===== src/design/hetma_pkg.sv =====
// ----------------------------------------------------------------------------
// Harmonic Et moment accumulator package
// Shared widths, word types and the saturating and rounding arithmetic used by
// the trigonometric front end, the harmonic cells and the result readout.
// ----------------------------------------------------------------------------
package hetma_pkg;

    // Number of harmonics kept per region; harmonic orders run 2 .. N+1.
    localparam int NUM_HARMONICS = 6;
    // Width of the azimuth code that addresses the angle table.
    localparam int PHI_BITS      = 12;
    localparam int QTR_BITS      = PHI_BITS - 2;

    localparam int ETA_W   = 10;
    localparam int PHIIN_W = 12;
    localparam int ET_W    = 24;
    localparam int THR_W   = 9;
    localparam int ACC_W   = 48;
    localparam int TRIG_W  = 16;
    localparam int PROD_W  = 2 * TRIG_W;
    localparam int PE_W    = ET_W + TRIG_W;
    localparam int HARM_W  = 4;
    localparam int HI_W    = (NUM_HARMONICS > 1) ? $clog2(NUM_HARMONICS) : 1;

    localparam logic [THR_W-1:0]  FWD_THR_RESET = THR_W'(320);
    localparam logic [HARM_W-1:0] HARM_BASE     = HARM_W'(2);

    // Region codes.
    localparam logic REGION_FULL = 1'b0;
    localparam logic REGION_FWD  = 1'b1;

    typedef logic signed [ACC_W-1:0] t_acc;
    typedef t_acc [1:0] t_pair;

    // Word handed from one harmonic cell to the next.
    typedef struct packed {
        logic                     v;
        logic                     last;
        logic                     fwd;
        logic signed [ET_W-1:0]   et;
        logic signed [TRIG_W-1:0] c;
        logic signed [TRIG_W-1:0] s;
        logic signed [TRIG_W-1:0] pc;
        logic signed [TRIG_W-1:0] ps;
    } t_link;

    // End-of-event moments of one harmonic, both regions.
    typedef struct packed {
        t_pair cos_m;
        t_pair sin_m;
    } t_snap;

    // Signed add that saturates to the accumulator range.
    function automatic t_acc sat_add(input t_acc a, input t_acc b);
        logic signed [ACC_W:0] sum;
        t_acc res;
        sum = {a[ACC_W-1], a} + {b[ACC_W-1], b};
        if (sum[ACC_W] != sum[ACC_W-1]) begin
            res = sum[ACC_W] ? {1'b1, {(ACC_W-1){1'b0}}} : {1'b0, {(ACC_W-1){1'b1}}};
        end else begin
            res = sum[ACC_W-1:0];
        end
        return res;
    endfunction

    // Round a Q3.30 sum of two products to Q1.15 (floor after adding a half) and clamp.
    function automatic logic signed [TRIG_W-1:0] rnd15(input logic signed [PROD_W:0] v);
        logic signed [PROD_W:0]    t;
        logic signed [PROD_W-15:0] q;
        logic signed [TRIG_W-1:0]  res;
        t = v + (PROD_W+1)'(16384);
        q = (PROD_W-14)'(t >>> 15);
        if (q > (PROD_W-14)'(32767)) begin
            res = TRIG_W'(32767);
        end else if (q < -(PROD_W-14)'(32767)) begin
            res = -TRIG_W'(32767);
        end else begin
            res = TRIG_W'(q);
        end
        return res;
    endfunction

endpackage


===== src/design/hetma_readout.sv =====
// ----------------------------------------------------------------------------
// Result readout
// Once the event's last word has left the final cell, sends one result word
// per region and harmonic from the head of the snapshot row, merging the
// forward sums into the full sums for region 0, and rotates the row after
// each word.
// ----------------------------------------------------------------------------
module hetma_readout (
    input  logic                                 i_clk,
    input  logic                                 i_rst_n,
    input  logic                                 i_tail_last,
    input  hetma_pkg::t_snap                     i_snap,
    input  hetma_pkg::t_pair                     i_et_snap,
    input  logic                                 i_ready,
    output logic                                 o_valid,
    output logic                                 o_region,
    output logic [hetma_pkg::HARM_W-1:0]         o_harmonic,
    output logic signed [hetma_pkg::ACC_W-1:0]   o_et,
    output logic signed [hetma_pkg::ACC_W-1:0]   o_cos,
    output logic signed [hetma_pkg::ACC_W-1:0]   o_sin,
    output logic                                 o_last,
    output logic                                 o_shift,
    output logic                                 o_done
);
    import hetma_pkg::*;

    logic              r_tail_d;
    logic              r_active;
    logic              r_rg;
    logic [HI_W-1:0]   r_hi;
    logic              r_valid;
    logic              r_region;
    logic [HARM_W-1:0] r_harmonic;
    t_acc              r_et;
    t_acc              r_cos;
    t_acc              r_sin;
    logic              r_last;
    logic              w_load;
    logic              w_hi_end;

    assign w_load   = r_active && (!r_valid || i_ready);
    assign w_hi_end = (r_hi == HI_W'(NUM_HARMONICS - 1));

    // Sequencing: start from the registered tail flag r_tail_d so the final
    // cell's snapshot has landed, then step through harmonics and regions.
    always_ff @(posedge i_clk) begin
        if (!i_rst_n) begin
            r_tail_d <= 1'b0;
            r_active <= 1'b0;
            r_rg     <= REGION_FULL;
            r_hi     <= '0;
            r_valid  <= 1'b0;
        end else begin
            r_tail_d <= i_tail_last;
            if (r_tail_d) begin
                r_active <= 1'b1;
            end else if (w_load && w_hi_end && (r_rg == REGION_FWD)) begin
                r_active <= 1'b0;
            end
            if (w_load) begin
                if (w_hi_end) begin
                    r_hi <= '0;
                    r_rg <= ~r_rg;
                end else begin
                    r_hi <= r_hi + HI_W'(1);
                end
            end
            if (w_load) begin
                r_valid <= 1'b1;
            end else if (i_ready) begin
                r_valid <= 1'b0;
            end
        end
    end

    // Output word register.
    always_ff @(posedge i_clk) begin
        if (w_load) begin
            r_region   <= r_rg;
            r_harmonic <= HARM_W'(r_hi) + HARM_BASE;
            r_last     <= w_hi_end && (r_rg == REGION_FWD);
            if (r_rg == REGION_FULL) begin
                r_et  <= sat_add(i_et_snap[0], i_et_snap[1]);
                r_cos <= sat_add(i_snap.cos_m[0], i_snap.cos_m[1]);
                r_sin <= sat_add(i_snap.sin_m[0], i_snap.sin_m[1]);
            end else begin
                r_et  <= i_et_snap[1];
                r_cos <= i_snap.cos_m[1];
                r_sin <= i_snap.sin_m[1];
            end
        end
    end

    assign o_valid    = r_valid;
    assign o_region   = r_region;
    assign o_harmonic = r_harmonic;
    assign o_et       = r_et;
    assign o_cos      = r_cos;
    assign o_sin      = r_sin;
    assign o_last     = r_last;
    assign o_shift    = w_load;
    assign o_done     = r_valid && i_ready && r_last;

endmodule


===== config.mk =====
export PLATFORM = sky130hd
export DESIGN_NAME = hetma_readout
export DESIGN_NICKNAME = d
export VERILOG_FILES = /design/src/design/hetma_pkg.sv /design/src/design/hetma_readout.sv
export SDC_FILE = /design/constraint.sdc
export NUM_CORES = 1
export LEC_CHECK = 0
export BUFFER_PORTS_ARGS = -buffer_cell sky130_fd_sc_hd__buf_2
export CAP_MARGIN = 10
export CORE_ASPECT_RATIO = 0.5
export CORE_MARGIN = 10
export CORE_UTILIZATION = 54
export DETAILED_ROUTE_END_ITERATION = 16
export PLACE_DENSITY = 0.85
export SKIP_LAST_GASP = 1
export SLEW_MARGIN = 20
export SYNTH_ARGS = -nofsm -noshare
export SYNTH_HDL_FRONTEND = slang
export SYNTH_SLANG_ARGS = --single-unit

===== constraint.sdc =====
create_clock -name i_clk -period 8.48 [get_ports i_clk]
set_input_delay 0.848 -clock i_clk [delete_from_list [all_inputs] [get_ports i_clk]]
set_output_delay 0.848 -clock i_clk [all_outputs]
set_load 0.01 [all_outputs]

==> results of run 1 <==
-- registers in the layout (all words and copies together), names as in the netlist, 3 cells and up --
name and cells:
o_harmonic 4, r_hi 3, o_cos 48, o_et 48, o_sin 48
-- power groups by stage --
stage | Combinational (mW) | Sequential, mW | Clock, mW
after floorplan | 0.842 | 1.05 | 0
after global placement | 1.25 | 1.01 | 0
after detailed placement | 1.27 | 1.01 | 0
after CTS | 1.28 | 0.996 | 0.912
after global routing | 1.42 | 1.00 | 0.942
final | 1.31 | 0.996 | 0.916
-- final timing paths --
path	start	to	slack (ps)
worst min-delay path	r_tail_d	r_active	490
worst max-delay path	i_snap[105]	o_cos[31]	3900
worst max register to register	o_valid	r_hi[1]	6030
worst min register to register	r_tail_d	r_active	490
-- Yosys cell counts (19+ instances only) --
cell type,n,area share (%)
nand2_1,187,4.4
o21ai_0,146,4.6
o211ai_1,19,0.90
nor2b_1,92,3.6
nor2_1,101,2.4
ha_1,145,11
a21oi_1,282,8.9
nand3_1,29,0.91
inv_1,52,1.2
nand2b_1,24,0.94
xnor2_1,79,4.3
a21o_1,74,3.5
buf_2,21,0.66
o21bai_1,33,1.6
xor2_1,46,2.5
o21a_1,21,0.99
nand4_1,28,1.1
edfxtp_1,150,28
clkbuf_1,65,1.5
nor3_1,22,0.69
-- cells by family (layout without fill, tap and decap cells) --
| family | after synthesis | count (layout) |
|---|---|---|
| simple gates | 550 | 550 |
| other cells | 0 | 11 |
| compound gates | 735 | 735 |
| fa+ha+maj | 177 | 177 |
| xor+xnor | 126 | 126 |
| flops | 157 | 157 |
| mux | 7 | 7 |
| buf+inv | 144 | 537 |
-- routing by layer --
| layer | track usage, % | routed length (µm) | vias to the layer above |
|---|---|---|---|
| met5 | 0 | 26 | - |
| met4 | 17.8 | 3260 | 4 |
| met3 | 4.89 | 3850 | 212 |
| met2 | 53.5 | 29600 | 834 |
| met1 | 33.5 | 22400 | 7882 |
| li1 | - | - | 7837 |
-- per-stage QoR --
stage	hold WS (ps)	std cells	total power, mW	util, %	setup WS, ps
after floorplan	418	1896	1.89	-	2060
after global placement	433	2648	2.26	63.2	3630
after detailed placement	467	2648	2.28	63.2	3480
after CTS	482	2680	3.19	65.5	3960
after global routing	492	2689	3.36	65.6	3680
final	489	2691	3.22	65.6	3900
-- cell type report --
class,count,share of cell area [%]
Inverter,52,1.03
Multi-Input combinational cell,1595,56.3
Clock buffer,20,2.35
Clock inverter,12,1.15
Sequential cell,157,24.4
Timing Repair Buffer,453,12.0
Antenna cell,11,0.145
Tap cell,391,2.57
==> impl_metrics.tcl, run 1 <==
set metrics [dict create \
    run_status "finished clean" \
    layout_common_cells "444 x buf_2, 281 x a21oi_1, 187 x nand2_1, 150 x edfxtp_1, 146 x o21ai_0" \
    clock.fmax_ghz 0.218 \
    critical-path-top-delay-family "compound AO/OA/AOI/OAI gates" \
    synth_xor_xnor_area_share_pct 6.98 \
    sequential_area_um2 4650 \
    multi_input_comb_area_um2 10700 \
    core_region_area_um2 29000 \
    comb_power_share_pct 40.6 \
    post_synthesis_cell_area_um2 15900 \
    place_congestion 0.972 \
    mean_post_synth_cell_area_um2 8.39 \
    max_ir_drop_vdd_mv 0.170 \
    fillCellCount 2451 \
    synth_fa_ha_area_share_pct 13.7 \
    drc 0 \
    worstSkewPairLatency_ps 460 \
    r2r.worst_path.cells 7 \
    die_width_um 263 \
    worst-path-max-fanout 29 \
    worst-endpoint-required_ps 8640 \
    drt.antenna.violating_nets 0 \
    detail_route.iter0.violations 1793 \
    relSlewSlack_pct 30.6 \
    drt_wl_total_um 59200 \
    synth-simple-area-share_pct 17.1 \
    mostFrequentLayoutCell "buf_2" \
    timing.final.max_slew_violations 0 \
    grt_max_degree 86 \
    setup-violations-final 0 \
    ctsHtreeMaxLevel 4 \
    ys.warnings.count 0 \
    avgRoutedWirePerCell_um 22.0 \
    total_leakage_power_nw 8.11 \
    port_buffer_cells 444 \
    finalNetCount 2716 \
    yosys_register_bits 157 \
    postPlaceCellArea_um2 18300 \
    floorplan.io_pins 445 \
    pwr_density_cell_nw_per_um2 169 \
    cts_tree "done" \
    crit_buf_inv 3 \
    clock_tree.root_cell "clkbuf_16" \
    dominant_combinational_cell_family_by_area_after_synthesis "compound AO/OA/AOI/OAI gates" \
    crit_chain "buf_2 -> ha_1 -> a211o_1 -> a2111oi_2 -> o31ai_1 -> o21ai_0 -> nand4b_1 -> a31o_2 -> a2bb2oi_2 -> buf_4 -> inv_1 -> a21oi_2 -> a21oi_1" \
    finalCritPeriodShare_pct 54.0 \
    worst-path-stages 13 \
    via_count 16800 \
    max_cap_violations 0 \
    grt_remaining_overflow 0 \
    synthCells 1896 \
    grt_first_pass_wirelength_um 90300 \
    sw_frac_of_total_pct 36.3 \
    critical_path.max_stage_delay_ps 820 \
    kind_of_critical_path "input pin to flip-flop" \
    cts_repair_resize_count 0 \
    numCtsBuffers 17 \
    post-cts-setup-buffer-count 0 \
    finalClockSkew_ps 11.0 \
    clock_power_share_pct 28.5 \
    synthArstFlopShare_pct 0 \
    clk_transition_reported_paths_ps 70 \
    critical_path_arrival_ps 4740 \
    final_cell_area_um2 19000 \
    period_minus_slack_ps 4580 \
    post_route_cells_drive_above_1_share_pct 23.5 \
    share_of_synthesized_area_occupied_by_flip_flops_and_latches_pct 29.2 \
    worstSetupStartpointType "input pin" \
    hold_viol_final 0 \
    detail_route.first_pass.iterations 6 \
    crit_slowest_cell "a21oi_2" \
    placement_rows 44 \
    floorplan.die.height_um 141 \
    area_delta_synth_final_pct 19.5 \
    synth_compound_area_share_pct 28.8 \
    post_cts_hold_buffer_count 0 \
    drt-vias-per-instance 6.23 \
    dominantRegCellSynth "edfxtp_1" \
    synth_edf_count 150 \
    fraction_of_power_consumed_by_sequential_logic_pct 31.0 \
    cts_sinks 157 \
    cp-end-kind "flip-flop" \
    first_global_vias 16600 \
    power_report.internal_total_mw 2.05 \
    setup_repair_after_global_routing_missed_its_margin "false" \
    netSwitchingPower_mw 1.17 \
    post_synth_mux_area_share_pct 0.472 \
    hp-class "flip-flop to flip-flop" \
    floorplan_die_area_um2 37200 \
    synth.net_count 2336 \
    groute.usage.overall_pct 29.9 \
    tightestPinTransition_ps 1040 \
    number_of_instances_on_the_worst_hold_path 1 \
    yosys.cell_types.count 89 \
    number_of_antenna_violations_at_the_first_check_in_global_routing 11 \
    initial_core_util_pct 54.9 \
    clk_path_buf_depth 2 \
    tns_ps 0 \
    place_hpwl_um 46300 \
]
Power figures use the tool's default switching activity.
==> run 2: changes to the inputs <==
--- a/config.mk
+++ b/config.mk
@@ -5,13 +5,14 @@
 export SDC_FILE = /design/constraint.sdc
 export NUM_CORES = 1
 export LEC_CHECK = 0
+export ABC_AREA = 1
 export BUFFER_PORTS_ARGS = -buffer_cell sky130_fd_sc_hd__buf_2
 export CAP_MARGIN = 10
 export CORE_ASPECT_RATIO = 0.5
 export CORE_MARGIN = 10
-export CORE_UTILIZATION = 54
+export CORE_UTILIZATION = 51
 export DETAILED_ROUTE_END_ITERATION = 16
-export PLACE_DENSITY = 0.85
+export PLACE_DENSITY = 0.83
 export SKIP_LAST_GASP = 1
 export SLEW_MARGIN = 20
 export SYNTH_ARGS = -nofsm -noshare
==> constraint.sdc (replaced) <==
create_clock -name i_clk -period 3.9 [get_ports i_clk]
set_input_delay 0.39 -clock i_clk [delete_from_list [all_inputs] [get_ports i_clk]]
set_output_delay 0.39 -clock i_clk [all_outputs]
set_load 0.01 [all_outputs]
==> run 2 against run 1 <==
Compared with the run above:
- core utilization fell by 4.7 points
- sequential share of layout area fell by 3.2 points
- first-iteration DRC count fell by 11%
- critical endpoint is now o_sin[16]
- highest routed layer is now met4
==> impl_metrics.tcl, run 2 <==
set metrics [dict create \
    hold_viol_final 0 \
    regToRegStartpoint "o_valid" \
    layout_common_cells "913 x nand2_1, 444 x buf_2, 419 x nor2_1, 402 x inv_1, 249 x a21oi_1" \
    setup-violations-final 0 \
    post-synth-top-area-cell "edfxtp_1" \
    worst-path-max-fanout 19 \
    synth.top_cells.by_count "913 x nand2_1, 419 x nor2_1, 404 x inv_1" \
    pnr_worst_setup_slack_ps 936 \
    crit_slowest_cell "a21oi_4" \
    grt_max_degree 62 \
    post_route_cells_drive_above_1_share_pct 17.6 \
    die_width_um 290 \
    groute.usage.overall_pct 32.2 \
    pwr_density_cell_nw_per_um2 328 \
    drt-vias-per-instance 5.43 \
    mean_post_synth_cell_area_um2 6.34 \
    reg2reg_slack_ps 1770 \
    worst-endpoint-required_ps 4120 \
    crit_buf_inv 4 \
    setup_repair_after_global_routing_missed_its_margin "false" \
    number_of_instances_on_the_worst_hold_path 3 \
    detailroute.wirelength.met3_um 4570 \
    core_region_area_um2 35900 \
    initial_core_util_pct 51.6 \
    tns_ps 0 \
    post_cts_hold_buffer_count 0 \
    numPlacedInstances 3832 \
    drt_wl_total_um 75200 \
    crit_chain "buf_2 -> ha_1 -> inv_1 -> fa_1 -> inv_1 -> nand3_1 -> nand2_1 -> nand2_1 -> nand2_1 -> nand2_1 -> nand2_2 -> nand2_1 -> nand4_1 -> nand2_1 -> a21oi_4 -> buf_4 -> a21oi_1" \
    grt_first_pass_wirelength_um 114000 \
    post-synth-top-area-fraction_pct 24.3 \
    run_status "finished clean" \
    finalCritPeriodShare_pct 76.0 \
    total_leakage_power_nw 11.2 \
    period_minus_slack_ps 2960 \
    worstSetupStartpointType "input pin" \
    hp-class "input pin to flip-flop" \
    detail_route.first_pass.iterations 12 \
    critical_path.max_stage_delay_ps 450 \
    number_of_antenna_violations_at_the_first_check_in_global_routing 4 \
    ys.warnings.count 0 \
    floorplan.die.height_um 155 \
    post-cts-setup-buffer-count 0 \
    tightestPinTransition_ps 922 \
    max_cap_violations 0 \
    cp-end-kind "flip-flop" \
    max_ir_drop_vdd_mv 0.227 \
    port_buffer_cells 444 \
    pre_cts_slack_ps 466 \
    finalNetCount 3807 \
    post_synth_mux_area_share_pct 0 \
    numCtsBuffers 17 \
    cpMostUsedCell "nand2_1" \
    drc 0 \
    floorplan_die_area_um2 44900 \
    worstSkewPairLatency_ps 480 \
    cts_sinks 157 \
    synthArstFlopShare_pct 0 \
    critical_path_arrival_ps 3190 \
    cts_repair_resize_count 0 \
    floorplan.io_pins 445 \
    drt-met1-wl_um 29000 \
    placement_rows 49 \
    post_synthesis_cell_area_um2 18600 \
    synth_fa_ha_area_share_pct 10.1 \
    synthTopCellsByArea "edfxtp_1 24%, nand2_1 18%, ha_1 9.8%" \
    cts_tree "done" \
    critical-path-top-delay-family "simple AND/OR/NAND/NOR gates" \
    synth_compound_area_share_pct 14.9 \
    kind_of_critical_path "input pin to flip-flop" \
    clk_path_buf_depth 2 \
    postPlaceCellArea_um2 21300 \
    drt.antenna.violating_nets 0 \
    detail_route.iter0.violations 1595 \
    area_delta_synth_final_pct 17.8 \
    yosys_register_bits 157 \
    synth.net_count 3368 \
    via_count 21000 \
    clock_tree.root_cell "clkbuf_16" \
    clock.fmax_ghz 0.337 \
    route.met2.wl_um 37900 \
    finalClockSkew_ps 14.2 \
    first_global_vias 21100 \
    layout.core_utilization_pct 60.8 \
    synth_edf_count 150 \
    synthCells 2928 \
    synthMostInstantiatedCell "nand2_1" \
    hold_start "i_tail_last" \
    synth_xor_xnor_area_share_pct 4.30 \
    whs_ps 116 \
    topRoutingLayerUsed "met4" \
    timing.final.max_slew_violations 0 \
    synth-simple-area-share_pct 35.5 \
    grt_remaining_overflow 0 \
    yosys.cell_types.count 40 \
    worst_r2r_endpoint "o_cos[17]" \
    clk_transition_reported_paths_ps 80 \
    place_congestion 1.01 \
    final_cell_count_no_fill 3868 \
    place_hpwl_um 63700 \
    ctsHtreeMaxLevel 4 \
    r2r.worst_path.cells 4 \
    final_cell_area_um2 21900 \
    relSlewSlack_pct 38.4 \
    dominantRegCellSynth "edfxtp_1" \
    avgRoutedWirePerCell_um 19.4 \
    dominant_combinational_cell_family_by_area_after_synthesis "simple AND/OR/NAND/NOR gates" \
    share_of_synthesized_area_occupied_by_flip_flops_and_latches_pct 25.0 \
    power.total_mw 7.18 \
    mostFrequentLayoutCell "nand2_1" \
    min_delay_worst_endpoint "r_tail_d" \
]
run 2: worst reg2reg max path, stage by stage (launching register included):
cell and delay [ps]:
dfxtp_1 350, nand2_1 80, nand2_1 150, clkinvlp_4 760, buf_4 520
run 2: per-layer routing:
| layer | vias up | global-route usage, % |
|---|---|---|
| met4 | 0 | 15.8 |
| met3 | 191 | 5.38 |
| met2 | 803 | 59.2 |
| met5 | - | 0 |
| li1 | 10400 | - |
| met1 | 9619 | 35.6 |
run 2: final cells by class:
| type | count | area (µm²) |
|---|---|---|
| Timing Repair Buffer | 466 | 2450 |
| Clock buffer | 17 | 425 |
| Inverter | 409 | 1540 |
| Multi-Input combinational cell | 2316 | 12000 |
| Clock inverter | 15 | 154 |
| Sequential cell | 157 | 4640 |
| Tap cell | 484 | 606 |
| Antenna cell | 4 | 10.0 |
| Fill cell | 3640 | 14100 |
run 2: cells by family (layout without fill, tap and decap cells):
kind of cell	after synthesis	in the layout
simple gates	1617	1617
compound gates	460	460
buf+inv	455	907
flops	157	157
fa+ha+maj	148	148
xor+xnor	91	91
other cells	0	4
run 2: how the worst max path moves through the flow:
stage               startpoint   endpoint  slack (ps)  depth (start not counted)
floorplan              i_ready   o_cos[0]         580                          4
global placement     i_snap[0]  o_sin[37]         630                         17
detailed placement   i_snap[0]   o_sin[6]         470                         17
CTS                  i_snap[0]   o_sin[6]         960                         17
global route        i_snap[48]  o_sin[16]         730                         17
finish               i_snap[0]  o_sin[16]         940                         17
run 2: where the power goes:
| part | switching [mW] | total, mW | internal [mW] |
|---|---|---|---|
| clock | 0.927 | 1.78 | 0.854 |
| combinational | 2.05 | 3.18 | 1.13 |
| sequential | 0.0548 | 2.21 | 2.16 |
| total | 3.03 | 7.18 | 4.14 |
==> run 3: changes to the inputs <==
--- a/config.mk
+++ b/config.mk
@@ -10,9 +10,9 @@
 export CAP_MARGIN = 10
 export CORE_ASPECT_RATIO = 0.5
 export CORE_MARGIN = 10
-export CORE_UTILIZATION = 51
+export CORE_UTILIZATION = 56
 export DETAILED_ROUTE_END_ITERATION = 16
-export PLACE_DENSITY = 0.83
+export PLACE_DENSITY = 0.86
 export SKIP_LAST_GASP = 1
 export SLEW_MARGIN = 20
 export SYNTH_ARGS = -nofsm -noshare
==> constraint.sdc (replaced) <==
create_clock -name i_clk -period 2.8 [get_ports i_clk]
set_input_delay 0.28 -clock i_clk [delete_from_list [all_inputs] [get_ports i_clk]]
set_output_delay 0.28 -clock i_clk [all_outputs]
set_load 0.01 [all_outputs]
==> run 3 against run 2 <==
Compared with the run above:
- combinational power up 48%
- clock power up 43%
- clock-buffer cell count up 2
- via count up 4.5%
- setup slack worse by 600 ps
- largest power group unchanged
- non-clock buffer count up 102
- flip-flop and latch count unchanged
- clock skew down 0.91 ps
==> impl_metrics.tcl, run 3 (same netlist as run 2, synthesis figures left out) <==
set metrics [dict create \
    hold_viol_final 0 \
    fillCellCount 2873 \
    clock.fmax_ghz 0.405 \
    setup_repair_after_global_routing_missed_its_margin "false" \
    drt-vias-per-instance 5.60 \
    cts_tree "done" \
    number_of_antenna_violations_at_the_first_check_in_global_routing 4 \
    finalNetCount 3909 \
    power.total_mw 10.3 \
    worst-endpoint-required_ps 3000 \
    crit_buf_inv 2 \
    sequential_area_um2 4650 \
    period_minus_slack_ps 2470 \
    grt_max_degree 62 \
    drt.antenna.violating_nets 0 \
    floorplan.io_pins 445 \
    cpMostUsedCell "nand2_1" \
    numPlacedInstances 3881 \
    finalCritPeriodShare_pct 88.2 \
    hp-class "input pin to flip-flop" \
    placement_rows 46 \
    floorplan_die_area_um2 41200 \
    area_delta_synth_final_pct 22.3 \
    detail_route.iter0.violations 2084 \
    max_ir_drop_vdd_mv 0.457 \
    cts_repair_resize_count 0 \
    place_congestion 1.05 \
    die_width_um 277 \
    critical_path.max_stage_delay_ps 340 \
    port_buffer_cells 444 \
    worst-path-max-fanout 21 \
    cts_sinks 157 \
    place_hpwl_um 63600 \
    floorplan.die.height_um 149 \
    avgRoutedWirePerCell_um 19.2 \
    finalClockSkew_ps 13.3 \
    cp-end-kind "flip-flop" \
    clock_tree.root_cell "clkbuf_16" \
    crit_chain "buf_2 -> ha_1 -> a21oi_1 -> o21ai_0 -> a21oi_1 -> nand2_1 -> nand2_1 -> nand3_1 -> nand2_1 -> nand2_1 -> a21oi_4 -> buf_4 -> a21oi_1" \
    clk_transition_reported_paths_ps 80 \
    total_leakage_power_nw 11.8 \
    mostFrequentLayoutCell "nand2_1" \
    setup-violations-final 0 \
    pre_cts_slack_ps -55.0 \
    multi_input_comb_area_um2 12000 \
    core_region_area_um2 32200 \
    post_route_cells_drive_above_1_share_pct 20.0 \
    pwr_density_cell_nw_per_um2 456 \
    initial_core_util_pct 57.7 \
    via_count 22000 \
    grt_first_pass_wirelength_um 115000 \
    crit_slowest_cell "ha_1" \
    critical-path-top-delay-family "compound AO/OA/AOI/OAI gates" \
    tns_ps 0 \
    layout_common_cells "911 x nand2_1, 444 x buf_2, 419 x nor2_1, 402 x inv_1, 249 x a21oi_1" \
    first_global_vias 21600 \
    grt_remaining_overflow 0 \
    relSlewSlack_pct 58.9 \
    layout.core_utilization_pct 70.5 \
    pnr_worst_setup_slack_ps 331 \
    numCtsBuffers 17 \
    detail_route.first_pass.iterations 6 \
    drt_wl_total_um 75300 \
    kind_of_critical_path "input pin to flip-flop" \
    tightestPinTransition_ps 613 \
    drc 0 \
    final_cell_count_no_fill 3919 \
    worstSkewPairLatency_ps 460 \
    worstSetupStartpointType "input pin" \
    groute.usage.overall_pct 34.8 \
    clk_path_buf_depth 2 \
    max_cap_violations 0 \
    ctsHtreeMaxLevel 4 \
    run_status "finished clean" \
    timing.final.max_slew_violations 0 \
    critical_path_arrival_ps 2670 \
]
-- run 3: cell types whose count changed in the layout (fill, tap and decap cells not counted), moves of 2 or more --
cell,change
clkinvlp_4,-3
inv_8,-2
buf_4,+94
nand2_2,+2
nand2_1,-2
buf_12,+7
-- run 3: timing repair --
item,CTS,global route
hold buffers,1,0
endpoints found under the setup margin,0,0
buffers inserted,0,0
endpoints found under the hold margin,1,0
-- run 3: metal layers --
metal | part of all wire, % | track usage (%) | vias to the layer above
met2 | 50 | 63.5 | 1119
met4 | 5.9 | 19.6 | 0
met1 | 36 | 37.6 | 9953
met3 | 7.6 | 6.98 | 271
met5 | 0 | 0 | -
li1 | - | - | 10600
-- run 3: through the flow --
| stage | instance area, µm² | hold WS, ps |
|---|---|---|
| after floorplan | 18600 | 373 |
| after global placement | 22100 | 411 |
| after detailed placement | 22100 | 465 |
| after CTS | 22700 | 77.9 |
| after global routing | 22700 | 105 |
| final | 22700 | 87.1 |
-- run 3: worst paths after layout --
check,from,end,slack [ps],cells past startpoint
max,i_snap[31],o_sin[15],330,13
min,i_rst_n,r_tail_d,90,3
max reg2reg,o_valid,o_sin[21],1030,4
min reg2reg,r_hi[0],o_harmonic[0],490,0
-- run 3: power by group --
| group | internal (mW) | switching (mW) |
|---|---|---|
| logic | 1.79 | 2.92 |
| registers | 3.01 | 0.0763 |
| clock network | 1.34 | 1.21 |
| total | 6.14 | 4.20 |
-- run 3: final cells by class --
cell class / instances / share of cell area (%)
clock buffer: 19 / 2.05
tap: 432 / 2.38
clock inverter: 13 / 0.640
antenna: 5 / 0.0552
inverter: 409 / 6.79
sequential: 157 / 20.5
timing repair buffer: 568 / 14.6
multi-input combinational: 2316 / 53.0
-- run 3: tightest hold or removal path: stages --
cell	delay, ps
buf_2	140
nand2_1	60
inv_1	30
